File: src/sv/tki_pkg.sv
// shared constants and types for the top-k score table
`timescale 1ns / 1ps

package tki_pkg;

   // table geometry
   localparam int MAX_ENTRIES      = 10;
   localparam int NUM_MODES        = 2;
   localparam int NUM_DIFFICULTIES = 3;
   localparam int NUM_LISTS        = NUM_MODES * NUM_DIFFICULTIES;
   localparam int DEPTH            = NUM_LISTS * MAX_ENTRIES;

   // derived widths
   localparam int ADDR_W = (DEPTH > 1) ? $clog2(DEPTH) : 1;
   localparam int LIST_W = (NUM_LISTS > 1) ? $clog2(NUM_LISTS) : 1;
   localparam int CNT_W  = $clog2(MAX_ENTRIES + 1);

   // fixed field widths
   localparam int SCORE_W  = 24;
   localparam int LENGTH_W = 16;
   localparam int DATE_W   = 21;
   localparam int INDEX_W  = 4;
   localparam int RANK_W   = 4;
   localparam int COUNT_W  = 4;

   // stream word widths
   localparam int REQ_DATA_W = 72;
   localparam int REQ_USER_W = 5;
   localparam int RSP_DATA_W = 96;

   // full-list count in counter width
   localparam logic [CNT_W-1:0] K_CNT = CNT_W'(MAX_ENTRIES);

   // request codes
   localparam logic [1:0] REQ_INSERT = 2'd0;
   localparam logic [1:0] REQ_READ   = 2'd1;
   localparam logic [1:0] REQ_CLEAR  = 2'd2;

   // one stored entry
   typedef struct packed {
      logic [SCORE_W-1:0]  score;
      logic [LENGTH_W-1:0] length;
      logic [DATE_W-1:0]   date;
   } entry_type;

endpackage

File: src/sv/top_k_table_insert_top.sv
// bank of sorted top-k score lists with insert, read and clear
`timescale 1ns / 1ps

// Holds NUM_MODES x NUM_DIFFICULTIES lists of up to MAX_ENTRIES entries each, sorted by
// descending score, in one single-port-write / single-port-read entry memory. An insert
// walks its list from the tail toward the head, one entry per cycle, moving each lower
// score down one place until it meets a score equal or higher, then writes the new
// entry there; when the new entry tops the list, a further state writes it at the head.
// Inserts, reads and unused request kinds then fetch the head entry for the best score
// if the list is not empty, and the output register is loaded last. A read of a stored
// entry first captures that entry; a read past the count or an unused request kind goes
// straight to the best-score fetch, and a clear or a request for a list that does not
// exist goes straight to the output register. One request is handled at a time;
// req_tready is high only while the sequencer is idle. A finished result waits in the
// output register without holding up the next request, but the next result cannot
// leave the sequencer until that word has been taken. Stored entries need no clearing
// after reset: the list counts start at zero and nothing at or beyond a count is ever
// read.
module top_k_table_insert_top (
   input  logic                            clock,
   input  logic                            reset,
   // tdata: new_score[23:0], new_length[39:24], new_date[60:40], read_index[64:61]
   input  logic [tki_pkg::REQ_DATA_W-1:0]  req_tdata,
   // tuser: req_type[1:0], mode[2], difficulty[4:3]
   input  logic [tki_pkg::REQ_USER_W-1:0]  req_tuser,
   input  logic                            req_tvalid,
   output logic                            req_tready,
   // tdata: placed[0], rank[4:1], best_score[28:5], list_count[32:29], entry_valid[33],
   //        entry_score[57:34], entry_length[73:58], entry_date[94:74]
   output logic [tki_pkg::RSP_DATA_W-1:0]  rsp_tdata,
   output logic                            rsp_tvalid,
   input  logic                            rsp_tready
);

   typedef enum logic [2:0] {
      ST_IDLE,
      ST_WALK,
      ST_PUT,
      ST_READ,
      ST_BEST,
      ST_BEST_WAIT,
      ST_DONE
   } state_type;

   // unpacked request fields
   logic [1:0]                      req_type;
   logic                            req_mode;
   logic [1:0]                      req_difficulty;
   logic [tki_pkg::SCORE_W-1:0]     req_score;
   logic [tki_pkg::LENGTH_W-1:0]    req_length;
   logic [tki_pkg::DATE_W-1:0]      req_date;
   logic [tki_pkg::INDEX_W-1:0]     req_index;

   // sequencer and working registers
   state_type                       state_ff, state_in;
   logic                            sel_ok_ff, sel_ok_in;
   logic [tki_pkg::LIST_W-1:0]      list_ff, list_in;
   logic [tki_pkg::ADDR_W-1:0]      base_ff, base_in;
   logic [tki_pkg::CNT_W-1:0]       cnt_ff, cnt_in;
   logic [tki_pkg::CNT_W-1:0]       j_ff, j_in;
   tki_pkg::entry_type              new_ff, new_in;

   // result being built
   logic                            placed_ff, placed_in;
   logic [tki_pkg::CNT_W-1:0]       rank_ff, rank_in;
   logic [tki_pkg::CNT_W-1:0]       new_cnt_ff, new_cnt_in;
   logic [tki_pkg::SCORE_W-1:0]     best_ff, best_in;
   logic                            ev_ff, ev_in;
   tki_pkg::entry_type              ent_ff, ent_in;

   // output word
   logic                            rsp_valid_ff, rsp_valid_in;
   logic [tki_pkg::RSP_DATA_W-1:0]  rsp_data_ff, rsp_data_in;

   // per-list counts
   logic [tki_pkg::CNT_W-1:0]       list_cnt_ff [tki_pkg::NUM_LISTS];
   logic                            cnt_we;

   // entry memory
   tki_pkg::entry_type              mem [tki_pkg::DEPTH];
   tki_pkg::entry_type              rd_ff;
   logic                            mem_we;
   logic [tki_pkg::ADDR_W-1:0]      mem_waddr;
   tki_pkg::entry_type              mem_wdata;
   logic [tki_pkg::ADDR_W-1:0]      mem_raddr;

   // request decode
   logic                            sel_ok;
   logic [tki_pkg::LIST_W-1:0]      sel_list;
   logic [tki_pkg::ADDR_W-1:0]      sel_base;
   logic [tki_pkg::CNT_W-1:0]       sel_cnt;
   logic [tki_pkg::CNT_W-1:0]       j_next;
   logic [tki_pkg::CNT_W-1:0]       cnt_plus;

   assign req_type       = req_tuser[1:0];
   assign req_mode       = req_tuser[2];
   assign req_difficulty = req_tuser[4:3];
   assign req_score      = req_tdata[23:0];
   assign req_length     = req_tdata[39:24];
   assign req_date       = req_tdata[60:40];
   assign req_index      = req_tdata[64:61];

   assign req_tready = (state_ff == ST_IDLE);
   assign rsp_tvalid = rsp_valid_ff;
   assign rsp_tdata  = rsp_data_ff;

   // list selection for the incoming word
   assign sel_ok   = (int'(req_mode) < tki_pkg::NUM_MODES) &&
                     (int'(req_difficulty) < tki_pkg::NUM_DIFFICULTIES);
   assign sel_list = tki_pkg::LIST_W'(int'(req_mode) * tki_pkg::NUM_DIFFICULTIES +
                                      int'(req_difficulty));
   assign sel_base = tki_pkg::ADDR_W'(int'(sel_list) * tki_pkg::MAX_ENTRIES);
   assign sel_cnt  = sel_ok ? list_cnt_ff[sel_list] : '0;

   assign j_next   = tki_pkg::CNT_W'(j_ff + 1'b1);
   assign cnt_plus = (cnt_ff < tki_pkg::K_CNT) ? tki_pkg::CNT_W'(cnt_ff + 1'b1) : cnt_ff;

   // sequencer next state
   always_comb begin
      state_in     = state_ff;
      sel_ok_in    = sel_ok_ff;
      list_in      = list_ff;
      base_in      = base_ff;
      cnt_in       = cnt_ff;
      j_in         = j_ff;
      new_in       = new_ff;
      placed_in    = placed_ff;
      rank_in      = rank_ff;
      new_cnt_in   = new_cnt_ff;
      best_in      = best_ff;
      ev_in        = ev_ff;
      ent_in       = ent_ff;
      rsp_valid_in = rsp_valid_ff;
      rsp_data_in  = rsp_data_ff;
      cnt_we       = 1'b0;
      mem_we       = 1'b0;
      mem_waddr    = base_ff;
      mem_wdata    = new_ff;
      mem_raddr    = base_ff;

      // output word taken
      if (rsp_valid_ff && rsp_tready) begin
         rsp_valid_in = 1'b0;
      end

      case (state_ff)
         ST_IDLE: begin
            if (req_tvalid) begin
               sel_ok_in  = sel_ok;
               list_in    = sel_list;
               base_in    = sel_base;
               cnt_in     = sel_cnt;
               new_in     = '{score: req_score, length: req_length, date: req_date};
               placed_in  = 1'b0;
               rank_in    = '0;
               new_cnt_in = sel_cnt;
               best_in    = '0;
               ev_in      = 1'b0;
               ent_in     = '0;
               if (!sel_ok) begin
                  state_in = ST_DONE;
               end else begin
                  case (req_type)
                     tki_pkg::REQ_INSERT: begin
                        if (sel_cnt == '0) begin
                           // empty list: new word lands at the head
                           mem_we     = 1'b1;
                           mem_waddr  = sel_base;
                           mem_wdata  = '{score: req_score, length: req_length,
                                          date: req_date};
                           placed_in  = 1'b1;
                           new_cnt_in = tki_pkg::CNT_W'(1);
                           state_in   = ST_BEST;
                        end else begin
                           // start the walk at the tail
                           j_in      = tki_pkg::CNT_W'(sel_cnt - 1'b1);
                           mem_raddr = tki_pkg::ADDR_W'(sel_base +
                                          tki_pkg::ADDR_W'(sel_cnt - 1'b1));
                           state_in  = ST_WALK;
                        end
                     end
                     tki_pkg::REQ_READ: begin
                        if (tki_pkg::CNT_W'(req_index) < sel_cnt &&
                            int'(req_index) < tki_pkg::MAX_ENTRIES) begin
                           mem_raddr = tki_pkg::ADDR_W'(sel_base +
                                          tki_pkg::ADDR_W'(req_index));
                           state_in  = ST_READ;
                        end else begin
                           state_in = ST_BEST;
                        end
                     end
                     tki_pkg::REQ_CLEAR: begin
                        new_cnt_in = '0;
                        state_in   = ST_DONE;
                     end
                     default: begin
                        state_in = ST_BEST;
                     end
                  endcase
               end
            end
         end

         ST_WALK: begin
            if (rd_ff.score >= new_ff.score) begin
               // stop: new word goes just below this one
               if (j_next < tki_pkg::K_CNT) begin
                  mem_we     = 1'b1;
                  mem_waddr  = tki_pkg::ADDR_W'(base_ff + tki_pkg::ADDR_W'(j_next));
                  placed_in  = 1'b1;
                  rank_in    = j_next;
                  new_cnt_in = cnt_plus;
               end
               state_in = ST_BEST;
            end else begin
               // move the lower score down one place, tail drops off
               if (j_next < tki_pkg::K_CNT) begin
                  mem_we    = 1'b1;
                  mem_waddr = tki_pkg::ADDR_W'(base_ff + tki_pkg::ADDR_W'(j_next));
                  mem_wdata = rd_ff;
               end
               if (j_ff == '0) begin
                  state_in = ST_PUT;
               end else begin
                  j_in      = tki_pkg::CNT_W'(j_ff - 1'b1);
                  mem_raddr = tki_pkg::ADDR_W'(base_ff +
                                 tki_pkg::ADDR_W'(j_ff - 1'b1));
               end
            end
         end

         ST_PUT: begin
            // new word takes the head
            mem_we     = 1'b1;
            mem_waddr  = base_ff;
            placed_in  = 1'b1;
            rank_in    = '0;
            new_cnt_in = cnt_plus;
            state_in   = ST_BEST;
         end

         ST_READ: begin
            ev_in    = 1'b1;
            ent_in   = rd_ff;
            state_in = ST_BEST;
         end

         ST_BEST: begin
            if (new_cnt_ff != '0) begin
               mem_raddr = base_ff;
               state_in  = ST_BEST_WAIT;
            end else begin
               best_in  = '0;
               state_in = ST_DONE;
            end
         end

         ST_BEST_WAIT: begin
            best_in  = rd_ff.score;
            state_in = ST_DONE;
         end

         ST_DONE: begin
            if (!rsp_valid_ff || rsp_tready) begin
               cnt_we       = sel_ok_ff;
               rsp_valid_in = 1'b1;
               rsp_data_in  = {1'b0, ent_ff.date, ent_ff.length, ent_ff.score, ev_ff,
                               tki_pkg::COUNT_W'(new_cnt_ff), best_ff,
                               tki_pkg::RANK_W'(rank_ff), placed_ff};
               state_in     = ST_IDLE;
            end
         end

         default: begin
            state_in = ST_IDLE;
         end
      endcase
   end

   // state, counts and registered outputs
   always_ff @(posedge clock) begin
      if (reset) begin
         state_ff     <= ST_IDLE;
         rsp_valid_ff <= 1'b0;
         for (int i = 0; i < tki_pkg::NUM_LISTS; i++) begin
            list_cnt_ff[i] <= '0;
         end
      end else begin
         state_ff     <= state_in;
         rsp_valid_ff <= rsp_valid_in;
         if (cnt_we) begin
            list_cnt_ff[list_ff] <= new_cnt_ff;
         end
      end
      sel_ok_ff   <= sel_ok_in;
      list_ff     <= list_in;
      base_ff     <= base_in;
      cnt_ff      <= cnt_in;
      j_ff        <= j_in;
      new_ff      <= new_in;
      placed_ff   <= placed_in;
      rank_ff     <= rank_in;
      new_cnt_ff  <= new_cnt_in;
      best_ff     <= best_in;
      ev_ff       <= ev_in;
      ent_ff      <= ent_in;
      rsp_data_ff <= rsp_data_in;
   end

   // entry memory, one write and one registered read per cycle
   always_ff @(posedge clock) begin
      if (mem_we) begin
         mem[mem_waddr] <= mem_wdata;
      end
      rd_ff <= mem[mem_raddr];
   end

endmodule

File: config.mk
export PLATFORM = sky130hd
export DESIGN_NAME = top_k_table_insert_top
export DESIGN_NICKNAME = d
export VERILOG_FILES = /design/src/sv/tki_pkg.sv /design/src/sv/top_k_table_insert_top.sv
export SDC_FILE = /design/constraint.sdc
export NUM_CORES = 2
export LEC_CHECK = 0
export ABC_CLOCK_PERIOD_IN_PS = 9410
export BUFFER_PORTS_ARGS = -buffer_cell sky130_fd_sc_hd__buf_2
export CORE_ASPECT_RATIO = 1.1
export CORE_MARGIN = 2
export CORE_UTILIZATION = 55
export DETAILED_ROUTE_END_ITERATION = 10
export PLACE_DENSITY = 0.71
export SLEW_MARGIN = 20
export SYNTH_ARGS = -nofsm -noshare
export SYNTH_HDL_FRONTEND = slang
export SYNTH_SLANG_ARGS = --single-unit
File: constraint.sdc
create_clock -name clock -period 9.41 [get_ports clock]
set_input_delay 1.4115 -clock clock [delete_from_list [all_inputs] [get_ports clock]]
set_output_delay 1.4115 -clock clock [all_outputs]
set_load 0.01 [all_outputs]
==> results.ini <==
[worst_setup_path]
r2r-end = rd_ff[53]
crit_path_start = req_tuser[2]
end_kind = flop
critPathKind = input port to flop
cp.arrival_ns = 8.75
reg2reg_slack_ns = 2.71
cp-start-kind = input port
required_ns = 10.20
crit_fanout = 13
rr_worst_depth = 22
timing.rr.start = list_cnt_ff[4][0]
crit_path_end = rd_ff[53]

[logic_synthesis]
yosysWarnings = 0
synth_compound_area_share_pct = 5.14
synth_area_per_cell_um2 = 17.2
synthMuxAreaShare_pct = 8.43
synth_edf_count = 3958
synth_area_leaders = edfxtp_1, mux4_2, nand2_1, nand3_1, mux2i_1
synth-seq-area-share_pct = 76.7
synth_top_family_by_area = multiplexers
synthesis.area_mm2 = 0.157
synth-xor-area-share_pct = 0.106
yosys.area.top_type_share_pct = 75.9
synth_flop_cell = edfxtp_1
async_flop_share_pct = 0
synthAdderAreaFrac_pct = 0.464
synth_nets = 9219
yosys.area_share.simple_pct = 6.99
ys_ff_latch = 4023
synth_area_leader_cell = edfxtp_1
synthCells = 9083
netlist-cell-type-count = 83

[placed_design]
dp_slack_ns = 0.771
placed_area_mm2 = 0.164
hpwlAfterDp_um = 256000
port_buffers = 170
place_congestion = 0.876

[global_routing]
grt_pass1_vias = 88690
grt_pass1_wl_um = 654000
grt.total_usage_pct = 32.0
grt-ovfl-total = 0
grt_max_degree = 128
antenna_found_initial = 15

[finish]
area_delta_synth_final_pct = 12.8
layout_common_cells = edfxtp_1, nand2_1, mux4_2, nand3_1, clkbuf_16
drive_gt1_share_pct = 17.6
fillers = 19220
seqCellArea_mm2 = 0.120
multi_input_area_mm2 = 0.0338
final_util_pct = 62.3
fin_area_mm2 = 0.177
final_nets = 9585
final_common_cell = edfxtp_1

[pwr]
ir_drop_mv = 0.396
seq_power_share_pct = 39.0
p_int_uw = 38000
p_switching_uw = 22500
p_leak_uw = 0.0584
p_comb_share_pct = 36.2
power_density_mw_per_mm2 = 343
swShare_pct = 37.2
pwr-share-clk_pct = 24.9

[clock_tree]
numCtsBuffers = 383
clk_pin_slew_ns = 0.06
post_cts_buffers = 0
cts_hold_buf = 0
cts_tree = yes
worstSkewPairLatency_ns = 0.95
root_buffer = clkbuf_16
clockBufferDepth = 4
htreeDepth = 5
cts_resized = 0
clock_sink_count = 4023

[floorplanning]
ios = 179
start_util_pct = 55.2
core_mm2 = 0.283
die-area_mm2 = 0.289
die_y_um = 564
die_x_um = 513
rows = 205

[outcome]
outcome = completed

[timing]
slew_headroom_pct = 18.4
rsz0062_at_grt = false
maxSlewViolCount = 0
tightest_slew_ns = 1.22
setup_ws_ns = 1.45
setup_viol = 0
setup_tns_ns = 0
hold_viol = 0
clock.fmax_ghz = 0.126
finalCritPeriodShare_pct = 84.6
fin_skew_ns = 0.105
period_needed_ns = 7.96

[routing]
routed_wl_um = 469000
drt_pass1_iterations = 8
drt_first_iter_violations = 15176
vias = 92438
route.detailed.drc = 0
via_per_inst = 6.85
ant_nets = 0
wire_per_inst_um = 34.7

[flow_run]
cap_violations = 0

[hold_path]
min_path_type = flop to flop

## synth_stat cells (all sizes together) (6+ instances only)
| cell | n |
|---|---|
| o311a | 6 |
| dfxtp | 65 |
| o2111ai | 16 |
| nor2b | 9 |
| o221ai | 9 |
| and3 | 52 |
| nand3 | 483 |
| o32ai | 25 |
| a22o | 27 |
| inv | 173 |
| nor2 | 169 |
| nand2b | 6 |
| edfxtp | 3958 |
| a31oi | 41 |
| a22oi | 96 |
| clkbuf | 260 |
| nor4 | 27 |
| nand4 | 143 |
| nor3 | 30 |
| mux4 | 519 |
| o2bb2ai | 26 |
| mux2i | 146 |
| xor2 | 9 |
| o211ai | 40 |
| a222oi | 61 |
| and2 | 105 |
| o22ai | 21 |
| buf | 318 |
| or4 | 27 |
| or3 | 8 |
| a2111oi | 53 |
| a21o | 10 |
| a211oi | 118 |
| a32oi | 29 |
| a21oi | 251 |
| o21ai | 77 |
| xnor2 | 10 |
| a311oi | 110 |
| nand2 | 1396 |
| a221oi | 36 |
| o21bai | 7 |
| ha | 50 |
## metrics by stage
step / hold WS, ns / cells / power, uW
floorplan: 0.400 / 9083 / 36300
global placement: 0.406 / 12782 / 44700
CTS: 0.408 / 13476 / 60100
finish: 0.416 / 13493 / 60600
global route: 0.418 / 13481 / 62200
detailed placement: 0.405 / 12788 / 45300
## worst min path at each step
stage,from,endpoint,slack (ns),cells past startpoint
6_report,ent_ff[47],rsp_tdata[44],0.42,0
5_1_grt,ent_ff[10],rsp_tdata[84],0.42,0
3_3_place_gp,ev_ff,rsp_tdata[33],0.41,0
2_1_floorplan,placed_ff,rsp_tdata[0],0.40,0
4_1_cts,ent_ff[10],rsp_tdata[84],0.41,0
3_5_place_dp,ent_ff[50],rsp_tdata[47],0.40,0
## state kept, by name, indices dropped and copies added, names as in the netlist
name / count
rank_ff: 4
rsp_tvalid: 1
new_cnt_ff: 4
list_ff: 3
placed_ff: 1
base_ff: 3
mem: 3660
new_ff: 61
sel_ok_ff: 1
ev_ff: 1
rsp_tdata: 95
rd_ff: 61
state_ff: 3
cnt_ff: 4
list_cnt_ff: 32
j_ff: 4
best_ff: 24
ent_ff: 61
## area by class of cell
type	instances	area share, %
Antenna cell	15	0.0213
Clock buffer	488	5.77
Clock inverter	200	1.05
Inverter	173	0.368
Multi-Input combinational cell	4309	19.1
Sequential cell	4023	68.1
Tap cell	3726	2.64
Timing Repair Buffer	559	2.97
## power by group through the flow
stage / clock network (uW) / logic, uW / registers (uW)
after detailed placement: 0 / 21400 / 23900
after global routing: 15800 / 22800 / 23600
after CTS: 15100 / 21500 / 23500
after floorplan: 0 / 12800 / 23500
final: 15100 / 21900 / 23600
after global placement: 0 / 20900 / 23900
## worst max-delay path, stage by stage
cell       delay, ns
buf_2           0.13
ha_1            0.16
inv_1           0.05
fa_1            0.76
inv_1           0.23
a2111oi_0       0.56
or3_1           0.40
ha_1            0.28
inv_1           0.05
ha_1            0.16
inv_1           0.06
fa_1            0.45
xor2_1          0.24
nor3_1          0.09
mux2i_1         0.13
o21ai_0         0.10
a311oi_1        0.54
o311ai_0        0.38
a22o_4          0.48
buf_4           0.32
a21oi_1         0.17
buf_4           0.33
a211oi_1        0.09
a211oi_1        0.59
nand4_1         0.31
a31oi_1         0.22
## cell families (layout without fill, tap and decap cells)
logic type,count (synthesis),after routing
multiplexers,669,669
AND/OR/NAND/NOR,2467,2467
AO/OA/AOI/OAI,1098,1098
buffers and inverters,751,1420
flip-flops,4023,4023
other,1,16
XOR/XNOR,19,19
adder cells (fa/ha/maj),55,55
## metal layers
metal  GRT usage (%)  routed length (um)  vias to the layer above
met4            17.4               30700                        8
met3            7.74               64600                     1369
li1                -                   -                    36794
met2            49.7              217000                     7058
met5               0                  51                        -
met1            42.2              157000                    47209
Power figures use the tool's default switching activity.
